## config.mk

```make
export PLATFORM = sky130hd
export DESIGN_NAME = fraction_arith_reduce
export DESIGN_NICKNAME = d
export VERILOG_FILES = /design/src/fra_pkg.sv /design/src/fraction_arith_reduce.sv /design/src/fra_dpath.sv /design/src/fra_ctrl.sv
export VERILOG_INCLUDE_DIRS = /design/src /design/src/src
export SDC_FILE = /design/constraint.sdc
export NUM_CORES = 2
export LEC_CHECK = 0
export BUFFER_PORTS_ARGS = -buffer_cell sky130_fd_sc_hd__clkbuf_2
export CAP_MARGIN = 15
export CORE_MARGIN = 3
export CORE_UTILIZATION = 40
export CTS_CLUSTER_SIZE = 8
export DETAILED_ROUTE_END_ITERATION = 16
export GPL_TIMING_DRIVEN = 1
export PLACE_DENSITY = 0.66
export RECOVER_POWER = 50
export SLEW_MARGIN = 0
export SYNTH_ARGS = -nofsm -noshare
export SYNTH_HDL_FRONTEND = slang
export SYNTH_HIERARCHICAL = 1
export SYNTH_SLANG_ARGS = --single-unit
```

## constraint.sdc

```tcl
create_clock -name clk_i -period 10.47 [get_ports clk_i]
set_clock_uncertainty 0.1 [all_clocks]
set_input_delay 2.094 -clock clk_i [delete_from_list [all_inputs] [get_ports clk_i]]
set_output_delay 2.094 -clock clk_i [all_outputs]
set_load 0.02 [all_outputs]
```

## src/fraction_arith_reduce_assert.svh

```systemverilog
// Assertion macros shared by the fraction arithmetic block.
// Each expects clk_i and rst_ni in the scope where it is used.
`ifndef FRACTION_ARITH_REDUCE_ASSERT_SVH
`define FRACTION_ARITH_REDUCE_ASSERT_SVH

// Property checked on every rising clock edge outside reset.
`define FRA_ASSERT(lbl, prop, msg) \
  lbl: assert property (@(posedge clk_i) disable iff (!rst_ni) prop) else $error(msg);

// Condition that must never hold outside reset.
`define FRA_ASSERT_NEVER(lbl, cond, msg) \
  lbl: assert property (@(posedge clk_i) disable iff (!rst_ni) !(cond)) else $error(msg);

`endif

```

## src/fra_pkg.sv

```systemverilog
// Package for the fraction arithmetic block: operation codes, multiplier
// operand selection, and the command and status structs between control and datapath.
package fra_pkg;

  localparam int OPERAND_BITS_DEF = 16;
  localparam int RES_BITS         = 33;
  localparam int MODE_BITS        = 3;

  typedef enum logic [MODE_BITS-1:0] {
    MODE_ADD   = 3'd0,
    MODE_SUB   = 3'd1,
    MODE_MUL   = 3'd2,
    MODE_DIV   = 3'd3,
    MODE_HMEAN = 3'd4
  } mode_e;

  typedef enum logic [1:0] {
    MUL_AD = 2'd0,
    MUL_CB = 2'd1,
    MUL_AC = 2'd2,
    MUL_BD = 2'd3
  } mul_sel_e;

  typedef struct packed {
    logic     load_in;
    logic     mul_en;
    mul_sel_e mul_sel;
    logic     form;
    logic     load_mag;
    logic     twos_step;
    logic     save_nd;
    logic     odd_step;
    logic     div_init;
    logic     div_step;
    logic     out_load;
  } cmd_t;

  typedef struct packed {
    logic num_zero;
    logic x_zero;
    logic y_zero;
    logic x_even;
    logic y_even;
  } sts_t;

endpackage

```

## src/fraction_arith_reduce.sv

```systemverilog
// Fraction arithmetic with GCD reduction, one request at a time (W = 2*OPERAND_BITS+1).
// Four products on the shared multiplier, the raw fraction and its magnitudes, then the
// binary GCD (length set by the operand magnitudes), W division steps, the result load.
// A zero numerator skips GCD and division: the result loads after the magnitude step.
// A new request is taken the cycle after the result is loaded, even while it waits.
// rst_ni clears the controller and the result valid asynchronously; data is not reset.
module fraction_arith_reduce #(
  parameter int OPERAND_BITS = fra_pkg::OPERAND_BITS_DEF
) (
  input  logic                                clk_i,
  input  logic                                rst_ni,
  input  logic                                in_valid_i,
  output logic                                in_ready_o,
  input  logic [fra_pkg::MODE_BITS-1:0]       mode_i,
  input  logic signed [OPERAND_BITS-1:0]      num_a_i,
  input  logic signed [OPERAND_BITS-1:0]      den_b_i,
  input  logic signed [OPERAND_BITS-1:0]      num_c_i,
  input  logic signed [OPERAND_BITS-1:0]      den_d_i,
  output logic                                out_valid_o,
  input  logic                                out_ready_i,
  output logic signed [fra_pkg::RES_BITS-1:0] res_num_o,
  output logic signed [fra_pkg::RES_BITS-1:0] res_den_o,
  output logic                                den_zero_o
);

  fra_pkg::cmd_t cmd;
  fra_pkg::sts_t sts;

  fra_ctrl #(
    .OPERAND_BITS(OPERAND_BITS)
  ) u_ctrl (
    .clk_i      (clk_i),
    .rst_ni     (rst_ni),
    .in_valid_i (in_valid_i),
    .in_ready_o (in_ready_o),
    .out_valid_o(out_valid_o),
    .out_ready_i(out_ready_i),
    .sts_i      (sts),
    .cmd_o      (cmd)
  );

  fra_dpath #(
    .OPERAND_BITS(OPERAND_BITS)
  ) u_dpath (
    .clk_i     (clk_i),
    .mode_i    (mode_i),
    .num_a_i   (num_a_i),
    .den_b_i   (den_b_i),
    .num_c_i   (num_c_i),
    .den_d_i   (den_d_i),
    .cmd_i     (cmd),
    .sts_o     (sts),
    .res_num_o (res_num_o),
    .res_den_o (res_den_o),
    .den_zero_o(den_zero_o)
  );

endmodule

```

## src/fra_dpath.sv

```systemverilog
// Datapath of the fraction arithmetic block: shared multiplier, raw fraction,
// binary GCD registers, two restoring dividers and the result register. Uses fra_pkg.
module fra_dpath #(
  parameter int OPERAND_BITS = fra_pkg::OPERAND_BITS_DEF
) (
  input  logic                              clk_i,
  input  logic [fra_pkg::MODE_BITS-1:0]     mode_i,
  input  logic signed [OPERAND_BITS-1:0]    num_a_i,
  input  logic signed [OPERAND_BITS-1:0]    den_b_i,
  input  logic signed [OPERAND_BITS-1:0]    num_c_i,
  input  logic signed [OPERAND_BITS-1:0]    den_d_i,
  input  fra_pkg::cmd_t                     cmd_i,
  output fra_pkg::sts_t                     sts_o,
  output logic signed [fra_pkg::RES_BITS-1:0] res_num_o,
  output logic signed [fra_pkg::RES_BITS-1:0] res_den_o,
  output logic                              den_zero_o
);

  localparam int W       = 2 * OPERAND_BITS + 1;
  localparam int PW      = 2 * OPERAND_BITS;
  localparam int ResBits = fra_pkg::RES_BITS;

  logic [fra_pkg::MODE_BITS-1:0] mode_q;
  logic signed [OPERAND_BITS-1:0] a_q, b_q, c_q, d_q;
  logic signed [PW-1:0] pad_q, pcb_q, pac_q, pbd_q;
  logic signed [OPERAND_BITS-1:0] mul_x, mul_y;
  logic signed [PW-1:0] prod;
  logic signed [W-1:0] num_d, den_d, num_q, den_q;
  logic signed [W-1:0] ad_w, cb_w, ac_w, bd_w;
  logic num_neg_q, den_neg_q;
  logic [W-1:0] x_q, y_q, nm_q, dm_q, g_q;
  logic [W-1:0] qn_q, qd_q, rn_q, rd_q;
  logic [W:0] tn, td, sn, sd;
  logic ge_n, ge_d;
  logic signed [W-1:0] red_num, red_den;
  logic signed [ResBits-1:0] res_num_q, res_den_q;
  logic den_zero_q;

  always_comb begin
    case (cmd_i.mul_sel)
      fra_pkg::MUL_AD: begin mul_x = a_q; mul_y = d_q; end
      fra_pkg::MUL_CB: begin mul_x = c_q; mul_y = b_q; end
      fra_pkg::MUL_AC: begin mul_x = a_q; mul_y = c_q; end
      default:         begin mul_x = b_q; mul_y = d_q; end
    endcase
    prod = mul_x * mul_y;
  end

  assign ad_w = W'(pad_q);
  assign cb_w = W'(pcb_q);
  assign ac_w = W'(pac_q);
  assign bd_w = W'(pbd_q);

  always_comb begin
    case (mode_q)
      fra_pkg::MODE_ADD:   begin num_d = ad_w + cb_w; den_d = bd_w;        end
      fra_pkg::MODE_SUB:   begin num_d = ad_w - cb_w; den_d = bd_w;        end
      fra_pkg::MODE_MUL:   begin num_d = ac_w;        den_d = bd_w;        end
      fra_pkg::MODE_DIV:   begin num_d = ad_w;        den_d = cb_w;        end
      fra_pkg::MODE_HMEAN: begin num_d = ac_w <<< 1;  den_d = ad_w + cb_w; end
      default:             begin num_d = '0;          den_d = '0;          end
    endcase
  end

  // One restoring step for each quotient; both share the divisor.
  always_comb begin
    tn   = {rn_q, qn_q[W-1]};
    td   = {rd_q, qd_q[W-1]};
    sn   = tn - {1'b0, g_q};
    sd   = td - {1'b0, g_q};
    ge_n = tn >= {1'b0, g_q};
    ge_d = td >= {1'b0, g_q};
  end

  assign red_num = num_neg_q ? -$signed(qn_q) : $signed(qn_q);
  assign red_den = den_neg_q ? -$signed(qd_q) : $signed(qd_q);

  always_ff @(posedge clk_i) begin
    if (cmd_i.load_in) begin
      mode_q <= mode_i;
      a_q    <= num_a_i;
      b_q    <= den_b_i;
      c_q    <= num_c_i;
      d_q    <= den_d_i;
    end
    if (cmd_i.mul_en) begin
      case (cmd_i.mul_sel)
        fra_pkg::MUL_AD: pad_q <= prod;
        fra_pkg::MUL_CB: pcb_q <= prod;
        fra_pkg::MUL_AC: pac_q <= prod;
        default:         pbd_q <= prod;
      endcase
    end
    if (cmd_i.form) begin
      num_q <= num_d;
      den_q <= den_d;
    end
    if (cmd_i.load_mag) begin
      num_neg_q <= num_q[W-1];
      den_neg_q <= den_q[W-1];
      x_q       <= num_q[W-1] ? W'(-num_q) : W'(num_q);
      y_q       <= den_q[W-1] ? W'(-den_q) : W'(den_q);
    end
    if (cmd_i.twos_step) begin
      x_q <= x_q >> 1;
      y_q <= y_q >> 1;
    end
    if (cmd_i.save_nd) begin
      nm_q <= x_q;
      dm_q <= y_q;
    end
    // Binary GCD on the odd parts: halve an even side, else subtract the smaller.
    if (cmd_i.odd_step) begin
      if (!x_q[0]) begin
        x_q <= x_q >> 1;
      end else if (!y_q[0]) begin
        y_q <= y_q >> 1;
      end else if (x_q > y_q) begin
        x_q <= y_q;
        y_q <= x_q - y_q;
      end else begin
        y_q <= y_q - x_q;
      end
    end
    if (cmd_i.div_init) begin
      g_q  <= x_q;
      qn_q <= nm_q;
      qd_q <= dm_q;
      rn_q <= '0;
      rd_q <= '0;
    end
    if (cmd_i.div_step) begin
      rn_q <= ge_n ? sn[W-1:0] : tn[W-1:0];
      rd_q <= ge_d ? sd[W-1:0] : td[W-1:0];
      qn_q <= {qn_q[W-2:0], ge_n};
      qd_q <= {qd_q[W-2:0], ge_d};
    end
    if (cmd_i.out_load) begin
      if (num_q == '0) begin
        res_num_q <= ResBits'(num_q);
        res_den_q <= ResBits'(den_q);
      end else begin
        res_num_q <= ResBits'(red_num);
        res_den_q <= ResBits'(red_den);
      end
      den_zero_q <= (den_q == '0);
    end
  end

  assign sts_o.num_zero = (num_q == '0);
  assign sts_o.x_zero   = (x_q == '0);
  assign sts_o.y_zero   = (y_q == '0);
  assign sts_o.x_even   = !x_q[0];
  assign sts_o.y_even   = !y_q[0];

  assign res_num_o  = res_num_q;
  assign res_den_o  = res_den_q;
  assign den_zero_o = den_zero_q;

endmodule

```

## src/fra_ctrl.sv

```systemverilog
// Controller of the fraction arithmetic block: sequences multiply, form, GCD,
// division and output phases, and owns both handshakes. Uses fra_pkg and the assert macros.
`include "fraction_arith_reduce_assert.svh"

module fra_ctrl #(
  parameter int OPERAND_BITS = fra_pkg::OPERAND_BITS_DEF
) (
  input  logic          clk_i,
  input  logic          rst_ni,
  input  logic          in_valid_i,
  output logic          in_ready_o,
  output logic          out_valid_o,
  input  logic          out_ready_i,
  input  fra_pkg::sts_t sts_i,
  output fra_pkg::cmd_t cmd_o
);

  localparam int W     = 2 * OPERAND_BITS + 1;
  localparam int CNT_W = $clog2(W + 1);

  typedef enum logic [7:0] {
    ST_IDLE = 8'b0000_0001,
    ST_MUL  = 8'b0000_0010,
    ST_FORM = 8'b0000_0100,
    ST_MAG  = 8'b0000_1000,
    ST_TWOS = 8'b0001_0000,
    ST_ODD  = 8'b0010_0000,
    ST_DIV  = 8'b0100_0000,
    ST_FIN  = 8'b1000_0000
  } state_e;

  state_e state_q, state_d;
  logic [CNT_W-1:0] cnt_q, cnt_d;
  logic out_valid_q, out_valid_d;
  logic in_acc, out_free;

  assign in_ready_o = (state_q == ST_IDLE);
  assign in_acc     = in_valid_i && in_ready_o;
  assign out_free   = !out_valid_q || out_ready_i;

  always_comb begin
    state_d       = state_q;
    cnt_d         = cnt_q;
    cmd_o         = '0;
    cmd_o.mul_sel = fra_pkg::mul_sel_e'(cnt_q[1:0]);
    case (state_q)
      ST_IDLE: begin
        if (in_acc) begin
          cmd_o.load_in = 1'b1;
          cnt_d         = '0;
          state_d       = ST_MUL;
        end
      end
      ST_MUL: begin
        cmd_o.mul_en = 1'b1;
        cnt_d        = cnt_q + 1'b1;
        if (cnt_q[1:0] == 2'd3) begin
          state_d = ST_FORM;
        end
      end
      ST_FORM: begin
        cmd_o.form = 1'b1;
        state_d    = ST_MAG;
      end
      ST_MAG: begin
        // A zero numerator leaves the raw fraction as it stands.
        cmd_o.load_mag = 1'b1;
        state_d        = sts_i.num_zero ? ST_FIN : ST_TWOS;
      end
      ST_TWOS: begin
        if (sts_i.y_zero || !sts_i.x_even || !sts_i.y_even) begin
          cmd_o.save_nd = 1'b1;
          state_d       = ST_ODD;
        end else begin
          cmd_o.twos_step = 1'b1;
        end
      end
      ST_ODD: begin
        if (sts_i.y_zero) begin
          cmd_o.div_init = 1'b1;
          cnt_d          = '0;
          state_d        = ST_DIV;
        end else begin
          cmd_o.odd_step = 1'b1;
        end
      end
      ST_DIV: begin
        cmd_o.div_step = 1'b1;
        cnt_d          = cnt_q + 1'b1;
        if (cnt_q == CNT_W'(W - 1)) begin
          state_d = ST_FIN;
        end
      end
      ST_FIN: begin
        if (out_free) begin
          cmd_o.out_load = 1'b1;
          state_d        = ST_IDLE;
        end
      end
      default: begin
        state_d = ST_IDLE;
      end
    endcase
  end

  assign out_valid_d = (out_valid_q && !out_ready_i) || cmd_o.out_load;

  always_ff @(posedge clk_i or negedge rst_ni) begin
    if (!rst_ni) begin
      state_q     <= ST_IDLE;
      cnt_q       <= '0;
      out_valid_q <= 1'b0;
    end else begin
      state_q     <= state_d;
      cnt_q       <= cnt_d;
      out_valid_q <= out_valid_d;
    end
  end

  assign out_valid_o = out_valid_q;

  `FRA_ASSERT(a_accept_starts_mul, in_acc |=> (state_q == ST_MUL), "accepted request did not start multiply")
  `FRA_ASSERT_NEVER(a_gcd_x_nonzero, ((state_q == ST_TWOS) || (state_q == ST_ODD)) && sts_i.x_zero, "GCD operand reached zero")
  `FRA_ASSERT(a_valid_from_fin, $rose(out_valid_o) |-> $past(state_q == ST_FIN), "result raised outside the finish phase")

endmodule
```

# Word-level counts from Yosys, hierarchy flattened
# Index checks and enable logic that the tools add are counted.
dict set report totals {
  ff_bits 642
  in_bits 71
  output_inout_bits 69
  elab_cells 147
}
dict set report classes {
  n_addsub 11
  multipliers 1
  magnitude_cmp 3
  eq_ne 22
  muxes 56
  n_bitwise 1
  reduce_logical 25
}
# operator count
set ops {}
lappend ops {{$mux 33} 27}
lappend ops {{$pmux 33 s5} 1}
lappend ops {{$neg 33->33} 4}
lappend ops {{$sub 33x33->33} 4}
lappend ops {{$logic_not 33->1} 3}
lappend ops {{$pmux 33 s3} 1}
lappend ops {{$ge 34x33->1} 2}
lappend ops {{$pmux 16 s2} 2}
lappend ops {{$pmux 8 s8} 1}
lappend ops {{$mux 8} 7}
lappend ops {{$add 32x32->33} 1}
lappend ops {{$gt 33x33->1} 1}
lappend ops {{$sub 32x32->33} 1}
lappend ops {{$mul 16x16->32} 1}
lappend ops {{$pmux 6 s3} 1}
lappend ops {{$mux 1} 12}
lappend ops {{$mux 6} 2}
lappend ops {{$ne 2x1->1 const B} 5}
lappend ops {{$eq 8x1->1 const B} 1}
lappend ops {{$eq 8x2->1 const B} 1}
lappend ops {{$eq 8x3->1 const B} 1}
lappend ops {{$eq 8x4->1 const B} 1}
lappend ops {{$eq 8x5->1 const B} 1}
lappend ops {{$eq 8x6->1 const B} 1}
lappend ops {{24 further kinds} 37}

# Depth between registers and ports, before layout
dict set report logic_depth {
  ltp_word 10
  ltp_mapped 34
}

# Modules after synthesis
# The synthesis kept the hierarchy.
# module n_inst cells_each area_per_inst_um2
set modules_own_cells {}
lappend modules_own_cells {fra_dpath 1 4841 47884.7}
lappend modules_own_cells {fra_ctrl 1 103 972.2}

# Worst setup path after synthesis
# No wires, ideal clock.
dict set report synth_path {
  path_type {register -> register}
  startpoint {register u_ctrl.cnt_q[0]}
  endpoint {register u_dpath.pac_q[30] (data pin)}
  arrival_ns 7.859
  required_ns 10.097
  path_slack_ns 2.238
  stages_incl_launch_ff 31
  path_buffers 4
  period_less_slack_ns 8.232
  cell_sequence {dfrtp_1 -> buf_4 -> inv_1 -> clkbuf_1 -> ha_1 -> clkbuf_1 -> clkbuf_1 -> a22oi_1 -> a21oi_1 -> nand2_1 -> fa_1 -> fa_1 -> fa_1 -> fa_1 -> inv_1 -> fa_1 -> inv_1 -> fa_1 -> inv_1 -> ha_1 -> a21o_1 -> a21o_1 -> a211oi_1 -> o31ai_1 -> a41oi_1 -> a211oi_1 -> a41o_1 -> or4_1 -> a31oi_1 -> o21bai_1 -> xor2_1}
}
dict set report synth_between {
  elab_chain_cells 4
  word_cells_on_any_way 7
  classes_between {mul: 1; eq/ne: 2; mux: 2; reduce/logical: 2}
}
# element line_no
set synth_rtl {}
lappend synth_rtl {{from (decl)} fra_ctrl.sv:33} ;# logic [CNT_W-1:0] cnt_q, cnt_d;
lappend synth_rtl {{from (signal assigned)} fra_ctrl.sv:115} ;# cnt_q <= cnt_d;
lappend synth_rtl {{$eq 2x2->1 / $logic_not 2->1 (equally long branches)} fra_dpath.sv:40} ;# case (cmd_i.mul_sel)
lappend synth_rtl {{$reduce_or 2->1 (no source line)} -}
lappend synth_rtl {{$pmux 16 s2} fra_dpath.sv:40}
lappend synth_rtl {{$mul 16x16->32 (*)} fra_dpath.sv:46} ;# prod = mul_x * mul_y;
lappend synth_rtl {{net u_dpath.prod[30]} fra_dpath.sv:27} ;# logic signed [PW-1:0] prod;
lappend synth_rtl {{to (signal assigned)} fra_dpath.sv:90} ;# fra_pkg::MUL_AC: pac_q <= prod;
lappend synth_rtl {{to (decl)} fra_dpath.sv:25} ;# logic signed [PW-1:0] pad_q, pcb_q, pac_q, pbd_q;
# The timed path passes the listed nets; every way through them passes the cells marked *.
# A chain may end at the register's enable or synchronous reset.

# Worst setup path after layout
dict set report layout_path {
  startpoint {register u_ctrl.cnt_q[0]}
  endpoint {register u_dpath.pcb_q[30] (data pin)}
}
dict set report layout_between {
  elab_chain_cells 4
  word_cells_on_any_way 7
  classes_between {mul: 1; eq/ne: 2; mux: 2; reduce/logical: 2}
}
# element line_no
set layout_rtl {}
lappend layout_rtl {{$eq 2x2->1 / $logic_not 2->1 (equally long branches)} fra_dpath.sv:40}
lappend layout_rtl {{$reduce_or 2->1 (no source line)} -}
lappend layout_rtl {{$pmux 16 s2} fra_dpath.sv:40}
lappend layout_rtl {{$mul 16x16->32 (*)} fra_dpath.sv:46}
lappend layout_rtl {{net u_dpath.prod[30]} fra_dpath.sv:27}
lappend layout_rtl {{to (signal assigned)} fra_dpath.sv:89} ;# fra_pkg::MUL_CB: pcb_q <= prod;
lappend layout_rtl {{to (decl)} fra_dpath.sv:25}
# Marked as above.

==> impl_metrics.csv <==
group,metric,value,unit
worst_setup_path,crit_family,"adder cells",
worst_setup_path,path_depth,25,
logic_synthesis,syn_nets,5559,
route,first_iter_violations,4196,
cts,cts_buffer_depth,3,
worst_setup_path,arrival,9.36,ns
placement,gp_congestion,0.972,
placement,dp_hpwl,110000,um
status,status,"complete, but fails checks",
worst_setup_path,crit_path_end,"u_dpath/pcb_q[30]",
route,drc,0,
worst_setup_path,slowest_stage,"fa_1",
floorplan,initial_utilization,40.5,%
worst_setup_path,worstRegToRegCells,25,
timing,hold_viol,0,
timing,fmax,110,MHz
timing,final.setup.tns,0,ns
cts,path_clk_slew,0.05,ns
job,cap_violations,15,
global_routing,grt_pass1_wl,225000,um
worst_setup_path,crit_start,"u_ctrl/cnt_q[0]",
status,violations,"max-capacitance violations, max-slew violations",
floorplan,fp-row-count,127,
cts,cts_tree,"built",
global_routing,grt_max_degree,90,
timing,slew_headroom,-195,%
worst_setup_path,rrSetupSlack,1.39,ns
route,vias,38400,
cts,numClockSinks,642,
route,wl,146000,um
logic_synthesis,yosysWarnings,6,
global_routing,grt.total_usage,22.9,%
worst_setup_path,start_kind,"register",
final_layout,syn_to_final_growth,10.3,%
final_layout,final_nets,5631,
worst_setup_path,cpMostUsedCell,"fa_1",
worst_setup_path,end_kind,"register",
cts,cts_root_buf,"clkbuf_16",
timing,rsz0062_at_grt,"no",
final_layout,finalCoreUtilization,44.7,%
cts,clock_latency,0.71,ns
placement,io_buffers,139,
cts,cts_setup_buffers,0,
global_routing,grt_pass1_vias,37300,
final_layout,stdcell_area,53800,um2
route,firstDrtPassIters,7,
min_path,holdCritPathClass,"reg -> reg",
worst_setup_path,crit_type,"reg -> reg",
logic_synthesis,synthCells,4932,
cts,cts_resized,0,
final_layout,diodes,0,
worst_setup_path,critPathRequiredTime,10.75,ns
timing,max_slew.worst_pin.slew,4.43,ns
global_routing,gr-total-overflow,0,
timing,setup_viol_count_final,0,
route,antenna_left,0,
logic_synthesis,synth_area,48800,um2
final_layout,drive_above_1_share,8.09,%
cts,cts_hold_buf,0,
placement,placedInstanceArea,51100,um2
timing,post-route-period-util,86.7,%
logic_synthesis,syn_avg_cell_area,9.89,um2
worst_setup_path,cp_max_fo,18,
worst_setup_path,cpPeakStageDelay,0.84,ns
timing,slew_viol_final,696,
route,via_per_inst,5.74,
cts,cts-buffers-inserted,92,
timing,layout_min_cycle_time,9.08,ns
worst_setup_path,r2r_end,"u_dpath/pcb_q[30]",
min_path,whs_path_depth,1,
route,routedWlPerCell,21.9,um
floorplan,die_w,355,um
floorplan,dieArea,126000,um2
worst_setup_path,crit-reg2reg-launch,"u_ctrl/cnt_q[0]",
floorplan,die_h,355,um
global_routing,antenna_found_initial,3,
cts,h-tree-depth,3,
floorplan,io_pins,140,
worst_setup_path,path_buf_inv,5,
floorplan,core,120000,um2
final cells by class:
type / count / area (um2)
well taps: 1612 / 2020
clock inverters: 9 / 214
fillers: 11400 / 66600
inverters: 515 / 1930
clock buffers: 163 / 2600
repair buffers: 205 / 1130
multi-input cells: 3548 / 27400
flip-flops and latches: 642 / 18500
worst reg2reg max path, delay by kind of cell, from the launching register on:
family	cells	cell delay [ns]
AO/OA/AOI/OAI	8	2.10
XOR/XNOR	1	0.17
adder cells (fa/ha/maj)	8	4.34
buffers and inverters	5	0.75
flip-flops	1	0.45
AND/OR/NAND/NOR	3	0.82
worst min-delay path by stage:
stage                            startpoint  slack, ns                end
after floorplan           u_dpath/den_q[32]       0.32  u_dpath/den_neg_q
after global placement      u_ctrl/cnt_q[5]       0.37    u_ctrl/cnt_q[5]
after detailed placement    u_ctrl/cnt_q[5]       0.39    u_ctrl/cnt_q[5]
after CTS                   u_ctrl/cnt_q[5]       0.40    u_ctrl/cnt_q[5]
after global routing        u_ctrl/cnt_q[5]       0.44    u_ctrl/cnt_q[5]
final                       u_ctrl/cnt_q[5]       0.39    u_ctrl/cnt_q[5]
stage by stage:
stage                     hold slack (ns)  setup slack [ns]  instances
after CTS                           0.396              1.47       6690
final                               0.394              1.39       6694
after global placement              0.373              1.76       6518
after floorplan                     0.324              2.24       4932
after detailed placement            0.390              1.56       6518
after global routing                0.438             0.806       6694
layout by cell type, fill, tap and decap left out, types with 59 or more instances in the layout:
cell       count
nand3_1       78
fa_1         268
edfxtp_1     561
xor2_1       150
nor3_1        62
nor2b_1       64
clkbuf_1      87
o31ai_1       59
a21o_1       101
inv_1        511
clkbuf_2     137
a22oi_1       60
mux2i_1      104
o21ai_0      246
nand2_1      392
o22ai_1       78
clkbuf_16     92
dfxtp_1       66
mux2_2        72
ha_1         288
xnor2_1      155
nor2_1       426
a21oi_1      323
registers in the layout, summed over array words and instances, names as in the netlist, 3 cells and up:
name,cells
u_dpath/mode_q,3
u_dpath/dm_q,33
u_ctrl/state_q,8
u_dpath/x_q,33
u_dpath/res_num_o,33
u_dpath/nm_q,33
u_dpath/b_q,16
u_dpath/c_q,16
u_dpath/pac_q,32
u_dpath/res_den_o,33
u_dpath/pad_q,32
u_dpath/g_q,33
u_dpath/d_q,16
u_dpath/den_q,33
u_dpath/y_q,33
u_dpath/num_q,33
u_dpath/pcb_q,32
u_dpath/pbd_q,32
u_dpath/qd_q,33
u_dpath/rn_q,33
u_dpath/qn_q,33
u_ctrl/cnt_q,6
u_dpath/rd_q,33
u_dpath/a_q,16
routing by layer:
metal / vias to the layer above / track usage, % / share of wire [%]
met1: 18800 / 31.8 / 43
met2: 1635 / 36.5 / 45
met5: - / 0 / 0
met4: 0 / 7.99 / 3.7
li1: 17700 / - / -
met3: 294 / 3.65 / 7.6
Power is not shown: default switching activity piles up to over one toggle a cycle in this logic, so the estimate is an artifact.
